## config.mk

```make
export PLATFORM = sky130hd
export DESIGN_NAME = sblt_ctrl
export DESIGN_NICKNAME = d
export VERILOG_FILES = /design/src/rtl/sblt_pkg.sv /design/src/rtl/sblt_ctrl.sv
export SDC_FILE = /design/constraint.sdc
export NUM_CORES = 1
export LEC_CHECK = 0
export BUFFER_PORTS_ARGS = -buffer_cell sky130_fd_sc_hd__buf_2
export CAP_MARGIN = 10
export CORE_AREA = 2 2 39 41
export CTS_BUF_LIST = sky130_fd_sc_hd__clkbuf_8
export CTS_CLUSTER_SIZE = 30
export DETAILED_ROUTE_END_ITERATION = 7
export DIE_AREA = 0 0 41 43
export GPL_ROUTABILITY_DRIVEN = 0
export PLACE_DENSITY_LB_ADDON = 0.05
export SLEW_MARGIN = 20
export SYNTH_ARGS = -nofsm -noshare
export SYNTH_HDL_FRONTEND = slang
export SYNTH_SLANG_ARGS = --single-unit
```

## constraint.sdc

```tcl
create_clock -name clk -period 1.58 [get_ports clk]
set_clock_uncertainty 0.15 [all_clocks]
set_input_delay 0.474 -clock clk [delete_from_list [all_inputs] [get_ports clk]]
set_output_delay 0.474 -clock clk [all_outputs]
set_load 0.01 [all_outputs]
```

## src/rtl/sblt_pkg.sv

```systemverilog
// sblt_pkg: shared types and constants of the scoped borrow lock table
// operation and error codes, default sizes, controller command and status
// no dependencies
`default_nettype none

package sblt_pkg;

	localparam int unsigned ENTRIES_DEF    = 256;
	localparam int unsigned SCOPE_BITS_DEF = 8;
	localparam int unsigned COUNT_BITS_DEF = 8;

	localparam int unsigned OP_W     = 4;
	localparam int unsigned ERR_W    = 4;
	localparam int unsigned VAR_ID_W = 8;
	localparam int unsigned VAR_ID_N = 1 << VAR_ID_W;

	typedef enum logic [OP_W-1:0] {
		OP_DECLARE  = 4'd0,
		OP_USE      = 4'd1,
		OP_ASSIGN   = 4'd2,
		OP_MOVE     = 4'd3,
		OP_BORROW_S = 4'd4,
		OP_BORROW_M = 4'd5,
		OP_RELEASE  = 4'd6,
		OP_EXIT     = 4'd7,
		OP_ENTER    = 4'd8,
		OP_QUERY    = 4'd9
	} sblt_op_t;

	typedef enum logic [ERR_W-1:0] {
		ERR_NONE             = 4'd0,
		ERR_REDECL           = 4'd1,
		ERR_USE_MOVED        = 4'd2,
		ERR_ASSIGN_UNDECL    = 4'd3,
		ERR_ASSIGN_IMMUT     = 4'd4,
		ERR_ASSIGN_SHARED    = 4'd5,
		ERR_ASSIGN_MUT       = 4'd6,
		ERR_BORROW_MOVED     = 4'd7,
		ERR_SHARED_WHILE_MUT = 4'd8,
		ERR_MUT_OF_IMMUT     = 4'd9,
		ERR_MUT_WHILE_SHARED = 4'd10,
		ERR_MUT_TWICE        = 4'd11
	} sblt_err_t;

	// controller to datapath
	typedef struct packed {
		logic clr_wr;   // write a zero entry at the sweep counter
		logic sweep_rd; // read the entry at the sweep counter for scope exit
		logic look_rd;  // capture the request and read its entry
		logic fix_rd;   // read the captured entry again
		logic exec;     // read-modify-write of the entry, load the result
	} sblt_cmd_t;

	// datapath to controller
	typedef struct packed {
		logic ctr_last; // sweep counter at the last entry
		logic req_exit; // offered request is a scope exit
	} sblt_sts_t;

endpackage

`default_nettype wire

```

## src/rtl/sblt_ctrl.sv

```systemverilog
// sblt_ctrl: sequencer of the scoped borrow lock table
// clearing pass, lookup, scope-exit sweep and result handoff; uses sblt_pkg
`default_nettype none

module sblt_ctrl (
	input  wire logic                clk,
	input  wire logic                arst_n,
	input  wire logic                in_valid,
	output logic                     in_ready,
	output logic                     out_valid,
	input  wire logic                out_ready,
	input  wire sblt_pkg::sblt_sts_t sts,
	output sblt_pkg::sblt_cmd_t      cmd
);

	typedef enum logic [2:0] {
		S_CLEAR,
		S_IDLE,
		S_SWEEP,
		S_DRAIN,
		S_READ,
		S_EXEC
	} state_t;

	state_t state_q;
	logic   out_valid_q;
	logic   accept;
	logic   slot_free;

	assign in_ready  = (state_q == S_IDLE);
	assign accept    = in_ready && in_valid;
	assign out_valid = out_valid_q;
	assign slot_free = !out_valid_q || out_ready;

	always_comb begin
		cmd = '0;
		unique case (state_q)
			S_CLEAR: cmd.clr_wr   = 1'b1;
			S_IDLE:  cmd.look_rd  = in_valid;
			S_SWEEP: cmd.sweep_rd = 1'b1;
			S_DRAIN: ;
			S_READ:  cmd.fix_rd   = 1'b1;
			S_EXEC:  cmd.exec     = slot_free;
			default: ;
		endcase
	end

	always_ff @(posedge clk or negedge arst_n) begin
		if (!arst_n) begin
			state_q     <= S_CLEAR;
			out_valid_q <= 1'b0;
		end else begin
			if (cmd.exec) begin
				out_valid_q <= 1'b1;
			end else if (out_ready) begin
				out_valid_q <= 1'b0;
			end
			unique case (state_q)
				S_CLEAR: begin
					if (sts.ctr_last) state_q <= S_IDLE;
				end
				S_IDLE: begin
					if (accept) state_q <= sts.req_exit ? S_SWEEP : S_EXEC;
				end
				S_SWEEP: begin
					if (sts.ctr_last) state_q <= S_DRAIN;
				end
				S_DRAIN: state_q <= S_READ;
				S_READ:  state_q <= S_EXEC;
				S_EXEC: begin
					if (slot_free) state_q <= S_IDLE;
				end
				default: state_q <= S_CLEAR;
			endcase
		end
	end

`ifndef NO_ASSERTIONS
	a_cmd_onehot: assert property (@(posedge clk) disable iff (!arst_n)
		$onehot0(cmd))
		else $error("more than one datapath command at once");

	a_lookup_to_exec: assert property (@(posedge clk) disable iff (!arst_n)
		accept && !sts.req_exit |=> state_q == S_EXEC)
		else $error("lookup not followed by execute");

	a_exec_gives_result: assert property (@(posedge clk) disable iff (!arst_n)
		cmd.exec |=> out_valid_q)
		else $error("executed operation left no result");
`endif

endmodule

`default_nettype wire

```

* After elaboration in Yosys (flattened, before gate mapping)
Cells that the tools add are included.
** Storage, ports and cells
- Bits in registers :: 4
- Word-level logic and storage cells :: 30
- Bits of input ports :: 6
- Output and inout port bits :: 7
** Cells by class
- Reduce and logical (&&, ||, !) cells :: 6
- Multiplexer cells :: 13
- Eq/ne operators :: 9
** Operators with widths (count)
- 3-bit case mux with 6 select lines :: 1
- 3-bit 2-to-1 mux :: 5
- 1-bit 2-to-1 mux :: 7
- 3-bit by 2-bit == test with 1-bit output, second input constant :: 2
- 3-bit == test, second input constant :: 2
- 2-bit inequality test, second input constant :: 3
- 4-bit AND reduction :: 1
- 3-bit by 1-bit == test with 1-bit output, second input constant :: 1
- 3-bit zero test :: 1
- 2-bit by 1-bit inequality test with 1-bit output, second input constant :: 1
- 2-bit nonzero test :: 1
- 1-bit logical AND :: 1
- 1-bit zero test :: 1
- 1-bit logical OR :: 1

* Logic depth before layout (Yosys ltp)
- Depth after elaboration :: 4
- Depth in mapped cells :: 4
- Mapped depth without buffers :: 3

* Worst setup path before layout
Ideal clock, no wire load.
- Path kind :: register to output
- From :: reg state_q[0]
- To :: out cmd[2] (netlist name)
- Path buffers :: 1
- Arrival :: 1026 ps
- Slack :: -70 ps
- Cell stages (with the launch flop) :: 5
- Data required time :: 956 ps
- Path through :: dfrtp_1 nor2b_4 and2b_1 and2_1 buf_4
** RTL lines
- from (decl) :: RTL line sblt_ctrl.sv:25 : state_t state_q;
- from (signal assigned) :: RTL line sblt_ctrl.sv:63 : if (accept) state_q <= sts.req_exit ? S_SWEEP : S_EXEC;
- to (decl) :: RTL line sblt_ctrl.sv:13 : output sblt_pkg::sblt_cmd_t cmd

==> metrics <==
status finished with violations; failing checks setup timing; Inst Count DP 58; PwrDens 2050 nW/um^2; Max VDD drop 0.668 mV; asr flop ratio synth 1.00; Layout Nets 58; Post-Syn Area per Cell 8.71 sq um; Post-synth EDFFs 0; Int Pwr 0.592 mW; final cell count without fillers 66; GR Layer Usage met2 0.122; antenna diode count 0; clock share of power 0.233; Die Width 41 um; sequential area share after synthesis 0.426; setup ws final -0.177 ns; CTS Buffer Depth 2; Crit. End Element output pin; Sw Ratio 0.338; Worst EP arrival 1.13 ns; Tightest Pin Transition 0.172 ns; worst skew pair latency 0.21 ns; Worst Hold Class in -> reg; vias 254; Psw 0.303 mW; Startpoint Class register; Core Area 1380 sq um; initial antenna violation count 0; Comb power frac 0.539; H-Tree Depth 1; Net Count, Synth 33; # setup viols final 6; PortBufs 12; Yosys top cell area share 0.426; fin crit share 1.11; Max Transition Viols Final 0; Req. time, crit path 0.96 ns; Core Util, Final 0.316; Top Ports 13; CTS tree built; FILL cells 158; Root Buffer clkbuf_8; top post-synthesis cells by area dfrtp_1, nand2b_1, nand2_1; Synth cell types 16; busiest grt layer met2; sequential share of power 0.228; Setup TNS -0.613 ns; Overall Global Routing Usage 0.0826; first-pass GRT wire length 938 um; Ys Warns 0; Worst Path Max Fanout 3; post-route antenna net violation count 0; vias in the first global route 251; DRT iter0 DRCs 5; via/cell ratio 3.85; WL/cell 9.61 um; # clock sinks 4; TritonCTS buffer count 3; final WL 634 um; Yosys reg bits 4; Slew HR 0.884; P&R area growth vs syn 85.6%; RSZ-0062 raised after global routing yes; grt met1 use 0.0909; most common flop cell mapped by yosys dfrtp_1; Rows 14; Final Hold Fails 0; static leakage 0.231 nW; Die ar. 1760 sq um; commonest cells in the netlist dfrtp_1, nand2_1, nand2b_1; Min Clock Period, post-route 1.76 ns; Starting Density 0.170; largest net degree at the start of global routing 9; die height 43 um; Max-Cap Viols 0; DRC viols 0; cells after synthesis 27; max frequency 569 MHz; share of cells above drive strength 1 0.540; Synth area leader dfrtp_1; 1st-pass router iterations 3; WS Path Type reg -> out; mapped cell area 235 sq um; total congestion overflow 0; grt met3 use 0.0157; Clock transition at path regs 0.03 ns; DP Worst Slack -0.0513 ns
[layout by cell type (no fill, tap or decap)]
cell type | Yosys | routed
nand2b_1 | 3 | 3
a22oi_1 | 1 | 1
nor2_1 | 2 | 1
nand3_1 | 1 | 1
buf_2 | 0 | 12
dfrtp_1 | 4 | 2
nor2b_1 | 1 | 1
dfrtp_2 | 0 | 2
buf_6 | 0 | 2
and2_1 | 2 | 2
clkbuf_8 | 0 | 3
and2b_1 | 1 | 1
a21o_1 | 1 | 1
dlygate4sd3_1 | 0 | 1
nand2_1 | 4 | 4
buf_4 | 1 | 6
nor2_4 | 0 | 1
nor2b_4 | 1 | 1
o21ai_0 | 2 | 2
a21oi_1 | 1 | 1
and3_1 | 1 | 1
nor3_1 | 1 | 1
[critical path: stages, from the launching register on]
cell and delay [ns]:
dfrtp_1 0.38, nor2b_4 0.14, and2b_1 0.15, and2_1 0.12
buf_2 0.13
[worst paths after layout]
path                                           to                   start  slack [ns]  depth (start not counted)
setup reg to reg           state_q[0]$_DFFE_PN0P_  state_q[0]$_DFFE_PN0P_        0.18                          6
min in group asynchronous  state_q[0]$_DFFE_PN0P_                  arst_n        0.44                          2
hold / removal             state_q[0]$_DFFE_PN0P_                  sts[1]        0.36                          3
setup / recovery                           cmd[2]  state_q[0]$_DFFE_PN0P_       -0.18                          4
max in group asynchronous  state_q[2]$_DFFE_PN0P_                  arst_n        0.71                          2
hold reg to reg            state_q[1]$_DFFE_PN0P_  state_q[2]$_DFFE_PN0P_        0.41                          1
[metal layers]
| layer | routed length [um] | part of all wire | up-vias |
|---|---|---|---|
| met2 | 318 | 0.50 | 8 |
| met5 | 0 | 0 | - |
| met4 | 0 | 0 | 0 |
| met3 | 46 | 0.073 | 0 |
| met1 | 269 | 0.42 | 110 |
| li1 | - | - | 136 |
[stage by stage]
step                area [sq um]  power, mW  hold WS [ns]
finish                       437      0.895         0.363
global route                 437      0.962         0.373
CTS                          405      0.828         0.368
detailed placement           338      0.572         0.132
global placement             338      0.572         0.131
floorplan                    239      0.408        0.0284
[timing repair]
action | in CTS | in global routing
resized for setup | 1 | 5
endpoints found under the setup margin | 6 | 6
buffers inserted | 2 | 2
hold buffers | 1 | 0
endpoints found under the hold margin | 4 | 0
pin swaps | 0 | 2
[area by class of cell]
cell class,instances,area (sq um),share of cell area
Tap cell,16,20.0,0.0458
Clock buffer,3,41.3,0.0946
Sequential cell,4,103,0.235
Multi-Input combinational cell,22,135,0.309
Timing Repair Buffer,21,138,0.315
[cell families (layout without fill, tap and decap cells)]
group                  after synthesis  count (layout)  share of synthesized area
AND/OR/NAND/NOR                     17              17                      0.415
AO/OA/AOI/OAI                        5               5                      0.128
flip-flops                           4               4                      0.426
buffers and inverters                1              24                     0.0319
[power by group through the flow]
stage / Sequential, mW / Clock (mW) / Combinational, mW
6_report: 0.204 / 0.208 / 0.482
5_1_grt: 0.210 / 0.228 / 0.525
4_1_cts: 0.194 / 0.216 / 0.418
3_5_place_dp: 0.193 / 0 / 0.379
3_3_place_gp: 0.193 / 0 / 0.379
2_1_floorplan: 0.203 / 0 / 0.205
[sequential cells by signal, indices dropped and copies added (netlist names)]
name       flops
state_q        3
out_valid      1
Power figures use the tool's default switching activity.
